==> src/rfd_pkg.sv <==
// Shared types and constants for the radio frame header deframer.
// No dependencies; imported by every module under src.
package rfd_pkg;

  localparam int unsigned HeaderBytes = 7;
  localparam int unsigned CountW      = 8;

  localparam logic [7:0] SEQ_END_VALUE   = 8'hFF;
  localparam logic [7:0] MAX_LEN_DEFAULT = 8'd8;

  // result_kind codes
  localparam logic KIND_HEADER  = 1'b0;
  localparam logic KIND_PAYLOAD = 1'b1;

  // frame_class codes
  localparam logic [1:0] CLASS_BEGIN = 2'd0;
  localparam logic [1:0] CLASS_END   = 2'd1;
  localparam logic [1:0] CLASS_ACK   = 2'd2;
  localparam logic [1:0] CLASS_DATA  = 2'd3;

  typedef struct packed {
    logic        result_kind;
    logic [15:0] to_addr;
    logic [15:0] from_addr;
    logic [7:0]  ack_id;
    logic [7:0]  seq_num;
    logic [7:0]  payload_len;
    logic [1:0]  frame_class;
    logic [7:0]  payload_byte;
    logic [7:0]  payload_index;
    logic        length_error;
    logic        last;
  } result_t;

  function automatic logic [1:0] class_of(input logic [7:0] seq, input logic [7:0] len);
    logic [1:0] cls;
    if (len != 8'd0)                cls = CLASS_DATA;
    else if (seq == 8'd0)           cls = CLASS_BEGIN;
    else if (seq == SEQ_END_VALUE)  cls = CLASS_END;
    else                            cls = CLASS_ACK;
    return cls;
  endfunction

endpackage

==> src/rfd_parser.sv <==
// Frame parser: phase, byte counter and header field registers.
// Builds at most one result word per consumed byte; depends on rfd_pkg.
module rfd_parser (
  input  logic             clk,
  input  logic             rst,
  input  logic             step,
  input  logic [7:0]       rx_byte,
  input  logic             frame_start,
  input  logic [7:0]       max_len,
  output logic             emit,
  output rfd_pkg::result_t result
);
  import rfd_pkg::*;

  typedef enum logic [1:0] {
    PH_IDLE    = 2'd0,
    PH_HEADER  = 2'd1,
    PH_PAYLOAD = 2'd2
  } phase_t;

  localparam logic [CountW-1:0] LastHdrPos = CountW'(HeaderBytes - 1);

  phase_t            phase, phase_next, phase_eff;
  logic [CountW-1:0] byte_count, byte_count_next, cnt_eff;
  logic [15:0]       dest_reg, dest_next, src_reg, src_next;
  logic [7:0]        ack_reg, ack_next, seq_reg, seq_next, len_reg, len_next;
  logic [CountW:0]   cnt_plus1;

  assign phase_eff = frame_start ? PH_HEADER : phase;
  assign cnt_eff   = frame_start ? '0 : byte_count;
  assign cnt_plus1 = {1'b0, cnt_eff} + 1'b1;

  always_comb begin
    phase_next      = phase_eff;
    byte_count_next = cnt_eff;
    dest_next       = dest_reg;
    src_next        = src_reg;
    ack_next        = ack_reg;
    seq_next        = seq_reg;
    len_next        = len_reg;
    emit            = 1'b0;
    result          = '0;
    unique case (phase_eff)
      PH_HEADER: begin
        case (cnt_eff)
          8'd0:    dest_next = {rx_byte, dest_reg[7:0]};
          8'd1:    dest_next = {dest_reg[15:8], rx_byte};
          8'd2:    src_next  = {rx_byte, src_reg[7:0]};
          8'd3:    src_next  = {src_reg[15:8], rx_byte};
          8'd4:    ack_next  = rx_byte;
          8'd5:    seq_next  = rx_byte;
          default: len_next  = rx_byte;
        endcase
        if (cnt_eff < LastHdrPos) begin
          byte_count_next = cnt_plus1[CountW-1:0];
        end else begin
          byte_count_next     = '0;
          emit                = 1'b1;
          result.result_kind  = KIND_HEADER;
          if (len_next > max_len) begin
            phase_next          = PH_IDLE;
            result.length_error = 1'b1;
            result.last         = 1'b1;
          end else if (len_next == 8'd0) begin
            phase_next  = PH_IDLE;
            result.last = 1'b1;
          end else begin
            phase_next = PH_PAYLOAD;
          end
        end
      end
      PH_PAYLOAD: begin
        emit                 = 1'b1;
        result.result_kind   = KIND_PAYLOAD;
        result.payload_byte  = rx_byte;
        result.payload_index = cnt_eff;
        if (cnt_plus1 >= {1'b0, len_reg}) begin
          result.last     = 1'b1;
          phase_next      = PH_IDLE;
          byte_count_next = '0;
        end else begin
          byte_count_next = cnt_plus1[CountW-1:0];
        end
      end
      default: phase_next = PH_IDLE;
    endcase
    result.to_addr     = dest_next;
    result.from_addr   = src_next;
    result.ack_id      = ack_next;
    result.seq_num     = seq_next;
    result.payload_len = len_next;
    result.frame_class = class_of(seq_next, len_next);
  end

  always_ff @(posedge clk) begin
    if (rst) begin
      phase      <= PH_IDLE;
      byte_count <= '0;
      dest_reg   <= '0;
      src_reg    <= '0;
      ack_reg    <= '0;
      seq_reg    <= '0;
      len_reg    <= '0;
    end else if (step) begin
      phase      <= phase_next;
      byte_count <= byte_count_next;
      dest_reg   <= dest_next;
      src_reg    <= src_next;
      ack_reg    <= ack_next;
      seq_reg    <= seq_next;
      len_reg    <= len_next;
    end
  end

endmodule

==> src/rfd_out_reg.sv <==
// Result register with valid/stall handshake toward the consumer.
// Depends on rfd_pkg for the result word layout.
module rfd_out_reg (
  input  logic             clk,
  input  logic             rst,
  input  logic             load,
  input  rfd_pkg::result_t load_data,
  input  logic             res_stall,
  output logic             res_valid,
  output logic             free,
  output rfd_pkg::result_t data
);
  import rfd_pkg::*;

  assign free = !res_valid || !res_stall;

  always_ff @(posedge clk) begin
    if (rst) begin
      res_valid <= 1'b0;
    end else if (load) begin
      res_valid <= 1'b1;
    end else if (!res_stall) begin
      res_valid <= 1'b0;
    end
  end

  // payload register, no reset needed
  always_ff @(posedge clk) begin
    if (load) begin
      data <= load_data;
    end
  end

endmodule

==> src/radio_frame_header_deframer.sv <==
// Top level of the radio frame header deframer: input word register,
// config register, parser and result register. Depends on rfd_pkg,
// rfd_parser and rfd_out_reg.
//
// Usage:
//   Receive channel (rx_valid / rx_stall): one frame byte per word plus
//   frame_start, which restarts the parser on the first byte of a frame.
//   Result channel (res_valid / res_stall): zero or one result word per
//   byte. The seventh header byte yields a header word (fields, class,
//   length_error); each payload byte yields a payload word with its index.
//   last marks the final word of a frame. Bytes outside a frame and the
//   first six header bytes yield nothing.
//   Latency: an accepted byte waits in the input word register; its result is
//   loaded into the result register once that is free, visible from then on.
//   Throughput: one byte per cycle sustained while res_stall stays low; the
//   only per-byte loop is the parser state update.
//   Stall: while a result waits under res_stall, the input register still
//   takes one more word; rx_stall rises only when that word is also held.
//   Reset (rst, synchronous): parser idle, header fields cleared, both
//   channels empty, max_payload_len back to 8.
//   cfg_wr_en / cfg_wr_data write max_payload_len; write only when idle.
module radio_frame_header_deframer (
  input  logic        clk,
  input  logic        rst,
  input  logic        cfg_wr_en,
  input  logic [7:0]  cfg_wr_data,
  input  logic        rx_valid,
  output logic        rx_stall,
  input  logic [7:0]  rx_byte,
  input  logic        frame_start,
  output logic        res_valid,
  input  logic        res_stall,
  output logic        result_kind,
  output logic [15:0] to_addr,
  output logic [15:0] from_addr,
  output logic [7:0]  ack_id,
  output logic [7:0]  seq_num,
  output logic [7:0]  payload_len,
  output logic [1:0]  frame_class,
  output logic [7:0]  payload_byte,
  output logic [7:0]  payload_index,
  output logic        length_error,
  output logic        last
);
  import rfd_pkg::*;

  logic       max_len_load;
  logic [7:0] max_payload_len;

  // input word register
  logic       in_full;
  logic [7:0] in_byte;
  logic       in_start;
  logic       rx_take;

  // parser / result register handshake
  logic    step;
  logic    emit;
  logic    res_load;
  logic    out_free;
  result_t parsed;
  result_t res_data;

  assign max_len_load = cfg_wr_en;

  always_ff @(posedge clk) begin
    if (rst) begin
      max_payload_len <= MAX_LEN_DEFAULT;
    end else if (max_len_load) begin
      max_payload_len <= cfg_wr_data;
    end
  end

  // Held word is consumed once the result register can take its result.
  assign step     = in_full && out_free;
  assign res_load = step && emit;
  assign rx_stall = in_full && !out_free;
  assign rx_take  = rx_valid && !rx_stall;

  always_ff @(posedge clk) begin
    if (rst) begin
      in_full <= 1'b0;
    end else if (rx_take) begin
      in_full <= 1'b1;
    end else if (step) begin
      in_full <= 1'b0;
    end
  end

  always_ff @(posedge clk) begin
    if (rx_take) begin
      in_byte  <= rx_byte;
      in_start <= frame_start;
    end
  end

  rfd_parser u_parser (
    .clk         (clk),
    .rst         (rst),
    .step        (step),
    .rx_byte     (in_byte),
    .frame_start (in_start),
    .max_len     (max_payload_len),
    .emit        (emit),
    .result      (parsed)
  );

  rfd_out_reg u_out (
    .clk       (clk),
    .rst       (rst),
    .load      (res_load),
    .load_data (parsed),
    .res_stall (res_stall),
    .res_valid (res_valid),
    .free      (out_free),
    .data      (res_data)
  );

  assign result_kind   = res_data.result_kind;
  assign to_addr       = res_data.to_addr;
  assign from_addr     = res_data.from_addr;
  assign ack_id        = res_data.ack_id;
  assign seq_num       = res_data.seq_num;
  assign payload_len   = res_data.payload_len;
  assign frame_class   = res_data.frame_class;
  assign payload_byte  = res_data.payload_byte;
  assign payload_index = res_data.payload_index;
  assign length_error  = res_data.length_error;
  assign last          = res_data.last;

  // stall toward the sender only with a word actually held
  a_stall_needs_word: assert property (@(posedge clk) disable iff (rst)
    rx_stall |-> in_full)
    else $error("rx_stall raised with empty input register");

  // never overwrite a result the consumer has not taken
  a_no_overwrite: assert property (@(posedge clk) disable iff (rst)
    res_load |-> (!res_valid || !res_stall))
    else $error("result register overwritten while stalled");

  // length errors come only on header words, and always close the frame
  a_len_err_closes: assert property (@(posedge clk) disable iff (rst)
    (res_valid && length_error) |-> (last && result_kind == KIND_HEADER))
    else $error("length_error without last on a header word");

  // payload index stays inside the declared length
  a_index_in_range: assert property (@(posedge clk) disable iff (rst)
    (res_valid && result_kind == KIND_PAYLOAD) |-> (payload_index < payload_len))
    else $error("payload index beyond payload length");

endmodule

==> config.mk <==
export PLATFORM = sky130hd
export DESIGN_NAME = radio_frame_header_deframer
export DESIGN_NICKNAME = d
export VERILOG_FILES = /design/src/rfd_pkg.sv /design/src/rfd_parser.sv /design/src/rfd_out_reg.sv /design/src/radio_frame_header_deframer.sv
export SDC_FILE = /design/constraint.sdc
export NUM_CORES = 1
export LEC_CHECK = 0
export CAP_MARGIN = 20
export CORE_UTILIZATION = 25
export CTS_BUF_LIST = sky130_fd_sc_hd__clkbuf_8
export CTS_CLUSTER_SIZE = 14
export DETAILED_ROUTE_END_ITERATION = 12
export DONT_BUFFER_PORTS = 1
export SYNTH_ARGS = -nofsm -noshare
export SYNTH_HDL_FRONTEND = slang
export SYNTH_SLANG_ARGS = --single-unit
==> constraint.sdc <==
create_clock -name clk -period 5 [get_ports clk]
set_input_delay 0.25 -clock clk [delete_from_list [all_inputs] [get_ports clk]]
set_output_delay 0.25 -clock clk [all_outputs]
set_load 0.1 [all_outputs]
==> run metrics <==
Post-Syn Nets=676; Site Rows=60; unrepaired setup endpoints after global routing=no; Slew @ Worst Pin=1.02 ns; post-layout util=29.8%; post-synthesis sequential area ratio=59.2%; CP bufs+invs=3; placer congestion estimate=0.836; most common cell after layout, fill and taps aside=edfxtp_1; Slew Limit Fails=0; CP max FO=53; Slowest cell on crit path=a21oi_1; # setup viols final=0; R2R depth=8; chip width=169 um; clock-pin slew on the worst setup and hold paths=0.09 ns; Core Area=0.0271 mm2; Top delay family on crit path=compound AO/OA/AOI/OAI gates; vias per inst=4.67; IO Count=101; Main synth FF type=edfxtp_1; Final Cell Area=0.00807 mm2; Power Density=326 mW/mm2; hold path cells=2; die area=0.0284 mm2; fin crit share=74.5%; initial core utilization=25.6%; Arrival @ worst endpoint=3.86 ns; Ant. Diodes=0; Lkg Pwr=2.94 nW; TritonCTS Buffers=17; Critical Path Max Stage Delay=0.71 ns; CTS tree=done; total power=2.63 mW; clock buffer depth=2; DR iter-0 viols=355; Levels on crit path=8; sequence of cells on the critical path=clkinv_1 > nand2_1 > ha_1 > buf_4 > nand2_1 > a21oi_1 > o21a_4 > buf_12; All-Layer GR Usage=13.2%; max FFs per register=77; async set-reset flop share out of synthesis=0%; post-route ant nets=0; HP Class=in -> reg; Synth Cell Area=0.00694 mm2; vias in the first global route=4820; Fin. Hold Viols=0; Slew headroom=32.1%; minimum clock period=3.72 ns; CP dominant cell by count=nand2_1; drt pass-1 iters=5; dpl hpwl=12300 um; Nets=701; status=finished, final reports clean; CP startpoint kind=flop; share of layout cells above drive strength 1=11.3%; Synth top area share=37.2%; VDD IR max=151 uV; Remaining DRCs=0; Clock Skew=0.0132 ns; number of port buffers=0; largest net degree at the start of global routing=54; Post-synth EDFFs=86; synthesized instance count=637; Synth Register Bits=162; initial antenna violation count=0; Max Fclk=269 MHz; Yosys top cell by area=edfxtp_1; Crit. End Element=flop; Vias=4893; die height=169 um; first-pass GRT wire length=28300 um; critical path type=reg -> reg; final wirelength=18300 um; distinct cell type count after synthesis=46; Warnings, synthesis=0; most frequent cells in the layout=86 x edfxtp_1, 81 x nand2_1, 76 x dfxtp_1, 69 x nor2_1, 35 x a21oi_1; setup_tns=0 ns; synth top area cells=edfxtp_1 37%, dfxtp_1 22%, mux2_2 4.4%, nand2_1 4.4%, a22o_1 3.9%; H-tree level count=4; GRT overflow=0; worst-skew pair later-pin latency=0.46 ns; Area growth syn-to-layout=16.3%; CTS Sinks=162; wire per inst=17.5 um; Post-CTS Setup Bufs=0; Critical Path RT=5.14 ns; CTS root buffer=clkbuf_8; MaxCap Viol Count=0; Area after DPL=0.00737 mm2; Post-Syn Area per Cell=10.9 um2
==> worst register-to-register path, stage by stage (launching register included) <==
cell and delay [ns]:
edfxtp_1 0.69, clkinv_1 0.41, nand2_1 0.19, ha_1 0.15, buf_4 0.23, nand2_1 0.14
a21oi_1 0.71, o21a_4 0.47, buf_12 0.32
==> report_power, final <==
| part | switching (mW) | leakage [nW] | internal (mW) |
|---|---|---|---|
| clock network | 0.499 | 0.206 | 0.504 |
| logic | 0.101 | 1.24 | 0.0745 |
| registers | 0.0369 | 1.49 | 1.42 |
==> per-layer routing <==
layer	wire length, um	global-route usage (%)
met1	8270	17.6
met5	0	0
met3	1430	4.42
met2	8420	20.5
met4	179	3.40
==> logic make-up after synthesis <==
kind of cell,share of synthesized area [%]
simple gates,15.3
buf+inv,2.99
mux,5.54
xor+xnor,0.757
flops,59.2
fa+ha+maj,3.07
compound gates,13.2
==> synth_stat cells, types with 15 or more instances <==
cell type	instances
edfxtp_1	86
mux2_2	27
a21oi_1	35
and2_1	18
ha_1	17
o21ai_0	34
nand2_1	81
a22o_1	31
dfxtp_1	76
nand3_1	15
inv_1	24
nor2_1	69
clkbuf_1	25
==> path summary, 6_finish.rpt <==
kind                                to                  from  slack, ns
setup / recovery        u_out.data[36]              in_start       1.28
hold / removal      max_payload_len[4]                   rst       0.11
setup reg to reg        u_out.data[36]              in_start       1.28
hold reg to reg   u_parser.dest_reg[8]  u_parser.dest_reg[8]       0.46
==> stage by stage <==
| step | hold slack [ns] | std cells | setup WS [ns] |
|---|---|---|---|
| after floorplan | 0.349 | 637 | 0.804 |
| after global placement | 0.344 | 987 | 1.48 |
| after detailed placement | 0.348 | 987 | 1.35 |
| after CTS | 0.0892 | 1047 | 1.33 |
| after global routing | 0.0966 | 1047 | 0.943 |
| final | 0.114 | 1047 | 1.28 |
==> timing repair <==
| item | 4_1_cts | 5_1_grt |
|---|---|---|
| hold buffers | 28 | 0 |
| gates resized for setup | 0 | 0 |
| hold endpoints to repair | 53 | 0 |
==> area by class of cell <==
cell class	instances	area [um2]
Fill cell	2803	19000
Sequential cell	162	4100
Multi-Input combinational cell	421	2640
Tap cell	372	465
Timing Repair Buffer	35	355
Clock buffer	18	248
Clock inverter	14	163
Inverter	25	93.8
(Power assumes the default switching activity.)
